<file path="src/hdl/khbe_pkg.sv">
// shared types, constants and hash helper functions for the keyed hash byte encoder
// no dependencies
`timescale 1ns / 1ps
`default_nettype none

package khbe_pkg;

  localparam int unsigned HashWidth = 28;
  localparam int unsigned SumWidth  = 32;
  localparam int unsigned ByteWidth = 8;
  localparam int unsigned CodeWidth = 16;
  localparam int unsigned NibCount  = SumWidth / 4;

  localparam logic [7:0] AsciiZero = 8'h30;
  localparam logic [7:0] AsciiA    = 8'h61;

  // item held between the input register and the hash logic
  typedef struct packed {
    logic [ByteWidth-1:0] data;
    logic [SumWidth-1:0]  sum;
  } khbe_stage_t;

  // lowercase ascii hex digit of one nibble
  function automatic logic [7:0] hex_char(input logic [3:0] nib);
    logic [7:0] c;
    if (nib < 4'd10) begin
      c = AsciiZero + {4'd0, nib};
    end else begin
      c = AsciiA + {4'd0, nib - 4'd10};
    end
    return c;
  endfunction

  // one elf hash step, top nibble folded back into bits 7:4 and cleared
  function automatic logic [HashWidth-1:0] elf_step(input logic [HashWidth-1:0] h,
                                                    input logic [7:0] c);
    logic [31:0] s;
    s = {h, 4'd0} + {24'd0, c};
    return {s[27:8], s[7:4] ^ s[31:28], s[3:0]};
  endfunction

endpackage

`default_nettype wire

</file>
<file path="src/hdl/khbe_front.sv">
// input register and running sum of the keyed hash byte encoder
// depends on khbe_pkg
`timescale 1ns / 1ps
`default_nettype none

module khbe_front (
  input  wire logic                          clk,
  input  wire logic                          rst,
  input  wire logic                          in_valid,
  output logic                               in_ready,
  input  wire logic [khbe_pkg::ByteWidth-1:0] data_byte,
  input  wire logic                          start_of_stream,
  input  wire logic                          drain,
  output logic                               stage_valid,
  output khbe_pkg::khbe_stage_t              stage
);
  import khbe_pkg::*;

  logic [SumWidth-1:0] running_sum;
  logic [SumWidth-1:0] sum_used;
  logic                accept;

  assign in_ready = !stage_valid || drain;
  assign accept   = in_valid && in_ready;
  // start flag clears the sum before this byte
  assign sum_used = start_of_stream ? '0 : running_sum;

  always_ff @(posedge clk) begin
    if (rst) begin
      stage_valid <= 1'b0;
      running_sum <= '0;
    end else begin
      if (in_ready) begin
        stage_valid <= in_valid;
      end
      if (accept) begin
        running_sum <= sum_used + {{(SumWidth-ByteWidth){1'b0}}, data_byte};
      end
    end
  end

  always_ff @(posedge clk) begin
    if (accept) begin
      stage.data <= data_byte;
      stage.sum  <= sum_used;
    end
  end

  a_start_clears: assert property (@(posedge clk) disable iff (rst)
    (accept && start_of_stream) |=> (stage.sum == '0))
    else $error("start of stream did not clear the hashed sum");

  a_sum_adds: assert property (@(posedge clk) disable iff (rst)
    accept |=> (running_sum == stage.sum + {{(SumWidth-ByteWidth){1'b0}}, stage.data}))
    else $error("running sum not advanced by the accepted byte");

  a_empty_takes_input: assert property (@(posedge clk) disable iff (rst)
    !stage_valid |-> in_ready)
    else $error("input register empty but input not ready");

endmodule

`default_nettype wire

</file>
<file path="src/hdl/khbe_hash.sv">
// elf hash over the hex text of the running sum, fold and byte add
// depends on khbe_pkg
`timescale 1ns / 1ps
`default_nettype none

module khbe_hash (
  input  wire logic [khbe_pkg::HashWidth-1:0] prefix,
  input  wire khbe_pkg::khbe_stage_t          stage,
  output logic [khbe_pkg::CodeWidth-1:0]      code
);
  import khbe_pkg::*;

  logic [HashWidth-1:0] h;
  logic [16:0]          fold_sum;

  always_comb begin
    h = prefix;
    // most significant nibble first
    for (int i = NibCount - 1; i >= 0; i--) begin
      h = elf_step(h, hex_char(stage.sum[4*i +: 4]));
    end
    fold_sum = {5'd0, h[HashWidth-1:16]} + {1'b0, h[15:0]};
    code     = fold_sum[16:1] + {{(CodeWidth-ByteWidth){1'b0}}, stage.data};
  end

endmodule

`default_nettype wire

</file>
<file path="src/hdl/keyed_hash_byte_encoder.sv">
// Keyed hash byte encoder: one 16-bit code word for each input byte. The block
// keeps a wrapping 32-bit sum of the bytes since the stream started (an item
// with start_of_stream set clears it first) and continues an elf hash from the
// key prefix register over the eight lowercase hex characters of that sum, most
// significant first. The 28-bit hash h is folded to ((h >> 16) + h[15:0]) >> 1,
// the byte is added and the low 16 bits form code_word. Throughput is one item
// per clock while the receiver keeps out_ready high; an accepted item passes
// from the input register through the eight hash steps into the result
// register on code_word, and is held while out_ready is low. The running sum
// is updated at acceptance, so back-to-back items see each other's bytes.
// key_prefix_hash is written through cfg_wr_en and cfg_wr_data and should only
// change while no item is in flight.
// depends on khbe_pkg, khbe_front, khbe_hash
`timescale 1ns / 1ps
`default_nettype none

module keyed_hash_byte_encoder (
  input  wire logic                           clk,
  input  wire logic                           rst,
  input  wire logic                           cfg_wr_en,
  input  wire logic [khbe_pkg::HashWidth-1:0] cfg_wr_data,
  input  wire logic                           in_valid,
  output logic                                in_ready,
  input  wire logic [khbe_pkg::ByteWidth-1:0] data_byte,
  input  wire logic                           start_of_stream,
  output logic                                out_valid,
  input  wire logic                           out_ready,
  output logic [khbe_pkg::CodeWidth-1:0]      code_word
);
  import khbe_pkg::*;

  logic [HashWidth-1:0] key_prefix_hash;
  logic                 drain;
  logic                 stage_valid;
  khbe_stage_t          stage;
  logic [CodeWidth-1:0] code;

  // result register empties or is being taken this cycle
  assign drain = !out_valid || out_ready;

  // key prefix register
  always_ff @(posedge clk) begin
    if (rst) begin
      key_prefix_hash <= '0;
    end else if (cfg_wr_en) begin
      key_prefix_hash <= cfg_wr_data;
    end
  end

  // input register and running sum
  khbe_front u_front (
    .clk             (clk),
    .rst             (rst),
    .in_valid        (in_valid),
    .in_ready        (in_ready),
    .data_byte       (data_byte),
    .start_of_stream (start_of_stream),
    .drain           (drain),
    .stage_valid     (stage_valid),
    .stage           (stage)
  );

  // combinational hash, fold and add
  khbe_hash u_hash (
    .prefix (key_prefix_hash),
    .stage  (stage),
    .code   (code)
  );

  // result register
  always_ff @(posedge clk) begin
    if (rst) begin
      out_valid <= 1'b0;
    end else if (drain) begin
      out_valid <= stage_valid;
    end
  end

  always_ff @(posedge clk) begin
    if (drain && stage_valid) begin
      code_word <= code;
    end
  end

  a_full_blocks_input: assert property (@(posedge clk) disable iff (rst)
    (stage_valid && out_valid && !out_ready) |-> !in_ready)
    else $error("input taken while both registers are full and stalled");

  a_item_moves_on: assert property (@(posedge clk) disable iff (rst)
    (stage_valid && drain) |=> out_valid)
    else $error("held item not passed to the result register");

  a_accept_fills: assert property (@(posedge clk) disable iff (rst)
    (in_valid && in_ready) |=> stage_valid)
    else $error("accepted item lost before the hash stage");

endmodule

`default_nettype wire

</file>
<file path="config.mk">
export PLATFORM = sky130hd
export DESIGN_NAME = keyed_hash_byte_encoder
export DESIGN_NICKNAME = d
export VERILOG_FILES = /design/src/hdl/khbe_pkg.sv /design/src/hdl/khbe_front.sv /design/src/hdl/khbe_hash.sv /design/src/hdl/keyed_hash_byte_encoder.sv
export SDC_FILE = /design/constraint.sdc
export NUM_CORES = 1
export LEC_CHECK = 0
export BUFFER_PORTS_ARGS = -buffer_cell sky130_fd_sc_hd__buf_2
export CAP_MARGIN = 40
export CORE_MARGIN = 8
export CORE_UTILIZATION = 65
export DETAILED_ROUTE_END_ITERATION = 7
export PLACE_DENSITY = 0.83
export SLEW_MARGIN = 20
export SYNTH_ARGS = -nofsm -noshare
export SYNTH_HDL_FRONTEND = slang
export SYNTH_SLANG_ARGS = --single-unit
</file>
<file path="constraint.sdc">
create_clock -name clk -period 31.8 [get_ports clk]
set_input_delay 1.59 -clock clk [delete_from_list [all_inputs] [get_ports clk]]
set_output_delay 1.59 -clock clk [all_outputs]
set_load 0.005 [all_outputs]
</file>
## Word-level counts from Yosys, hierarchy flattened

Cells that the tools add are included.
W data, S select, Z words.

| cells by class | value |
|---|---|
| $add $sub $neg | 35 |
| div/mod/pow operators | 0 |
| bitwise logic cells | 8 |
| magnitude comparators | 8 |
| reduce and logical (&&, ||, !) cells | 6 |
| shifts and indexed selects | 0 |
| mux-type cells | 9 |
| $mul | 0 |
| equality and inequality tests | 0 |

Operators by type and width:

| operator | number |
|---|---|
| $add A32 B8 Y32 | 9 |
| $add A7 B4 Y8 const A | 8 |
| $mux W8 | 8 |
| $add A6 B4 Y7 const A | 8 |
| $lt A4 B4 Y1 const B | 8 |
| $mux W32 | 1 |
| $sub A4 B4 Y4 const B | 8 |
| $xor A4 B4 Y4 | 8 |
| $add A12 B16 Y17 | 1 |
| $add A16 B8 Y16 | 1 |
| $logic_and A1 B1 Y1 | 2 |
| $logic_not A1 Y1 | 2 |
| $logic_or A1 B1 Y1 | 2 |

| storage, ports and cells | value |
|---|---|
| output and inout bits | 18 |
| RAM bits | 0 |
| ROM bits | 0 |
| bits in registers | 118 |
| memories kept | 0 |
| latch bits | 0 |
| logic and storage cells | 73 |

## Longest topological paths before layout

| depth | value |
|---|---|
| word-level depth | 21 |
| depth in mapped cells | 63 |
| gate-level depth less buffers | 54 |

## Modules after synthesis

Synthesis repeated with hierarchy kept, for this count alone.

| unflattened totals | value |
|---|---|
| cell total of the unflattened synthesis | 1847 |
| area, all modules | 14764.2 µm² |

By module, submodules not included:

| module | cells each | instances | sequential area each (µm²) | area each (µm²) |
|---|---|---|---|---|
| khbe_hash | 1404 | 1 | 0.0 | 9740.6 |
| khbe_front | 332 | 1 | 1861.8 | 3489.6 |
| keyed_hash_byte_encoder | 111 | 1 | 1061.0 | 1534.0 |

## Least setup slack after synthesis

No wires, ideal clock.

| timing path | value |
|---|---|
| path type | reg-to-reg |
| start point | register u_front.stage[29] (netlist name) |
| end point | register code_word[14] in the netlist's numbering, data pin |
| data arrival time | 12235 ps |
| period minus slack after synthesis | 12497 ps |
| cell stages (with the launch flop) | 56 |
| path slack | 19303 ps |
| required time | 31538 ps |
| cell sequence | edfxtp_1 inv_1 ha_1 o21ai_0 ha_1 inv_1 ha_1 nor2b_1 buf_4 and4b_1 o21ai_0 a2111oi_4 and4_1 buf_2 a21oi_2 or4_4 or3_1 or4_1 [20 not listed] xnor2_1 ha_1 nand2_1 a2111oi_0 a211oi_1 mux2i_1 a21oi_1 xnor2_1 ha_1 a21o_1 a21oi_1 o21bai_1 a21oi_1 o21bai_1 a21oi_1 nor4b_2 o21ai_1 xnor2_1 |

| on the way | value |
|---|---|
| word-level cells in the longest chain between the ends | 21 |
| elaborated cells between the ends (all ways) | 23 |

Ends and longest elaborated chain:

| item | line | text |
|---|---|---|
| $sub A4 B4 Y4 | khbe_pkg.sv:29 | `c = AsciiA + {4'd0, nib - 4'd10};` |
| $add A7 B4 Y8 | khbe_pkg.sv:29 |  |
| $mux W8 (*) | khbe_pkg.sv:26 | `if (nib < 4'd10) begin` |
| $add A32 B8 Y32 (*) | khbe_pkg.sv:38 | `s = {h, 4'd0} + {24'd0, c};` |
| $xor A4 B4 Y4 | khbe_pkg.sv:39 | `return {s[27:8], s[7:4] ^ s[31:28], s[3:0]};` |
| $add A32 B8 Y32 (*) | khbe_pkg.sv:38 |  |
| $xor A4 B4 Y4 | khbe_pkg.sv:39 |  |
| $add A32 B8 Y32 (*) | khbe_pkg.sv:38 |  |
| [6 not listed] | - |  |
| $xor A4 B4 Y4 | khbe_pkg.sv:39 |  |
| $add A32 B8 Y32 (*) | khbe_pkg.sv:38 |  |
| $xor A4 B4 Y4 | khbe_pkg.sv:39 |  |
| $add A32 B8 Y32 (*) | khbe_pkg.sv:38 |  |
| $xor A4 B4 Y4 | khbe_pkg.sv:39 |  |
| $add A12 B16 Y17 (*) | khbe_hash.sv:22 | `fold_sum = {5'd0, h[HashWidth-1:16]} + {1'b0, h[15:0]};` |
| $add A16 B8 Y16 (*) | khbe_hash.sv:23 | `code = fold_sum[16:1] + {{(CodeWidth-ByteWidth){1'b0}}, stage.data};` |
| named net code[14] | keyed_hash_byte_encoder.sv:36 | `logic [CodeWidth-1:0] code;` |
| to (signal assigned) | keyed_hash_byte_encoder.sv:81 | `code_word <= code;` |
| to (decl) | keyed_hash_byte_encoder.sv:28 | `output logic [khbe_pkg::CodeWidth-1:0] code_word` |

Mark *: on every way through the listed nets, which the timed path passes. The rest lies on a longest branch.
A chain may end at the register's enable or synchronous reset.

## Final worst setup path

| timing path | value |
|---|---|
| start point | register u_front.stage[29] (netlist name) |
| end point | register code_word[14] in the netlist's numbering, data pin |

| on the way | value |
|---|---|
| word-level cells in the longest chain between the ends | 21 |
| elaborated cells between the ends (all ways) | 23 |

Ends and longest elaborated chain:

| item | line |
|---|---|
| $sub A4 B4 Y4 | khbe_pkg.sv:29 |
| $add A7 B4 Y8 | khbe_pkg.sv:29 |
| $mux W8 (*) | khbe_pkg.sv:26 |
| $add A32 B8 Y32 (*) | khbe_pkg.sv:38 |
| $xor A4 B4 Y4 | khbe_pkg.sv:39 |
| $add A32 B8 Y32 (*) | khbe_pkg.sv:38 |
| $xor A4 B4 Y4 | khbe_pkg.sv:39 |
| $add A32 B8 Y32 (*) | khbe_pkg.sv:38 |
| [6 not listed] | - |
| $xor A4 B4 Y4 | khbe_pkg.sv:39 |
| $add A32 B8 Y32 (*) | khbe_pkg.sv:38 |
| $xor A4 B4 Y4 | khbe_pkg.sv:39 |
| $add A32 B8 Y32 (*) | khbe_pkg.sv:38 |
| $xor A4 B4 Y4 | khbe_pkg.sv:39 |
| $add A12 B16 Y17 (*) | khbe_hash.sv:22 |
| $add A16 B8 Y16 (*) | khbe_hash.sv:23 |
| named net code[14] | keyed_hash_byte_encoder.sv:36 |

Marks and branches as above.

==> metrics.csv <==
metric,value,unit
Setup Viol. Count Final,0,
area of the mapped netlist,0.0146,sq mm
setup bufs post-CTS,0,
Max-Cap Viols,0,
initial DRC count,1586,
Synth Instances,1848,
routed len/inst,19.4,um
post-route ant nets,0,
TritonCTS clock tree,built,
1st-pass router iterations,8,
"slowest stage delay, CP",0.66,ns
fin nets,1986,
initial antenna violation count,0,
family with the most delay on the worst path,simple AND/OR/NAND/NOR gates,
sequential area share after synthesis,0.200,
crit share post-route,0.473,
Setup Total Neg Slack,0,ns
clk slew on worst S/H paths,0.07,ns
Yosys top cell area share,0.115,
Pwr per Cell Area,52.8,mW/mm^2
layout overhead on the synthesized area,6.75,%
outcome,completed,
Root Driver,clkbuf_16,
Max VDD drop,0.0000416,V
Peak Freq,0.0665,GHz
Placed Cells incl. Taps,2130,
min-delay worst type,flip-flop to flip-flop,
Die W,166,um
I/O Pins,60,
Post-Route WL,41.9,mm
Yosys cell types,113,
initial core utilization,0.654,
"Top FF cell, synth",dfxtp_1,
worst-skew pair later-pin latency,0.44,ns
die footprint,0.0276,sq mm
CP Launch Type,flip-flop,
largest net degree at the start of global routing,41,
Yosys reg bits,118,
vias in the first global route,13000,
most frequent cells in the layout,"xnor2_1, nor2_1, nand2_1",
CP max FO,19,
Final HPWL DP,32.5,mm
Die Y-Extent,166,um
first-pass GRT wire length,67.4,mm
filler-free cell count of the finished design,2164,
DRC Markers,0,
cts hold-fix bufs,0,
final global-route overflow total,0,
Post-synth EDFFs,56,
Synth area leader,edfxtp_1,
htree depth,4,
"commonest non-fill, non-tap cell in the layout",xnor2_1,
ys async rst share,0,
final hold vios,0,
Filler cells,1777,
layout cell share with drive strength beyond 1,0.111,
Worst Tran Pin Value,0.808,ns
Final Core Density,0.698,
RSZ-0062 raised after global routing,no,
Num CTS Buffers,17,
relative slew slack,0.457,
Reg area,0.00292,sq mm
GR Util All Layers,0.292,
Core Region,0.0224,sq mm
ant diodes,0,
vias per cell,6.56,
post-layout minimum cycle time,15.04,ns
CP required,31.98,ns
leading cell types by total area after synthesis,"edfxtp_1, xnor2_1, dfxtp_1",
clock tree buffer depth,2,
row cnt,55,
Worst Setup Path Type,flip-flop to flip-flop,
Crit. End Element,flip-flop,
GP Congestion,1.00,
syn_nets,1968,
Pleak,0.00570,uW
syn avg cell area,7.91,sq um
DR vias,14200,
CP max stage cell,nor4_1,
Fin Clk Skew,0.0185,ns
CP arrival,15.22,ns
multi-input logic area,0.0111,sq mm
"Slew Viols, Final",0,
Buf/Inv on CP,2,
yosys warns,0,
Num Clock Sinks,118,
Port Buf Inserts,59,
Resized Gates After CTS,0,
==> cells by family (layout without fill, tap and decap cells) <==
kind of cell    count (synthesis)  in the layout  synth area share
buf+inv                       148            179            0.0442
flops                         118            118             0.200
mux                            47             47            0.0329
fa+ha+maj                      79             79            0.0690
simple gates                  818            818             0.305
compound gates                344            344             0.168
xor+xnor                      294            294             0.181
==> worst register-to-register path, delay by kind of cell, from the launching register on <==
kind	cells	cell delay, ns
mux	2	0.70
xor+xnor	5	0.83
buf+inv	2	0.22
fa+ha+maj	5	1.40
compound gates	19	5.09
simple gates	18	6.16
flops	1	0.42
==> registers in the layout, indices dropped and copies added, names as in the netlist <==
signal / count
u_front.stage: 40
key_prefix_hash: 28
out_valid: 1
code_word: 16
u_front.stage_valid: 1
u_front.running_sum: 32
==> report_power, final <==
group          internal (uW)  leakage [uW]  total [uW]  switching [uW]
Clock                    113      0.000294         201            88.5
Combinational            170       0.00434         429             259
Sequential               186       0.00106         194            8.80
Total                    468       0.00570         825             357
==> final timing paths <==
check / from / end / slack (ns) / depth (start not counted)
setup reg to reg: u_front.stage[29] / code_word[14] / 16.76 / 51
setup / recovery: u_front.stage[29] / code_word[14] / 16.76 / 51
hold reg to reg: u_front.running_sum[6] / u_front.running_sum[6] / 0.45 / 2
hold / removal: u_front.running_sum[6] / u_front.running_sum[6] / 0.45 / 2
==> through the flow <==
step	power [uW]	setup WS [ns]	hold WS, ns	instance area, sq um
CTS	817	16.71	0.448	15600
global placement	603	17.55	0.433	15000
detailed placement	614	16.82	0.440	15000
floorplan	526	19.30	0.427	14600
global route	873	15.76	0.470	15600
finish	825	16.76	0.447	15600
==> cell type report <==
type	instances	share of cell area
Multi-Input combinational cell	1582	0.708
Sequential cell	118	0.187
Clock buffer	17	0.0273
Timing Repair Buffer	69	0.0244
Tap cell	285	0.0228
Inverter	78	0.0188
Clock inverter	15	0.0111
==> synthesized netlist by cell type, types with 12 or more instances <==
cell / number
a211oi_1: 16
a21o_1: 15
a21oi_1: 69
a31oi_1: 23
and2_1: 20
and3_1: 26
and4_1: 12
buf_2: 25
clkbuf_1: 30
dfxtp_1: 62
edfxtp_1: 56
ha_1: 75
inv_1: 77
mux2i_1: 42
nand2_1: 188
nand2b_1: 22
nand3_1: 58
nand3b_1: 17
nand4_1: 40
nor2_1: 191
nor2b_1: 49
nor3_1: 45
nor4_1: 33
nor4_2: 14
o211ai_1: 14
o21ai_0: 66
or2_2: 17
or3_1: 17
or4_1: 13
xnor2_1: 192
xor2_1: 93
==> routing by layer <==
| layer | share of wire | track usage |
|---|---|---|
| met2 | 0.45 | 0.462 |
| met5 | 0 | 0 |
| met3 | 0.086 | 0.0475 |
| met1 | 0.44 | 0.402 |
| met4 | 0.024 | 0.0917 |
Power figures use the tool's default switching activity.
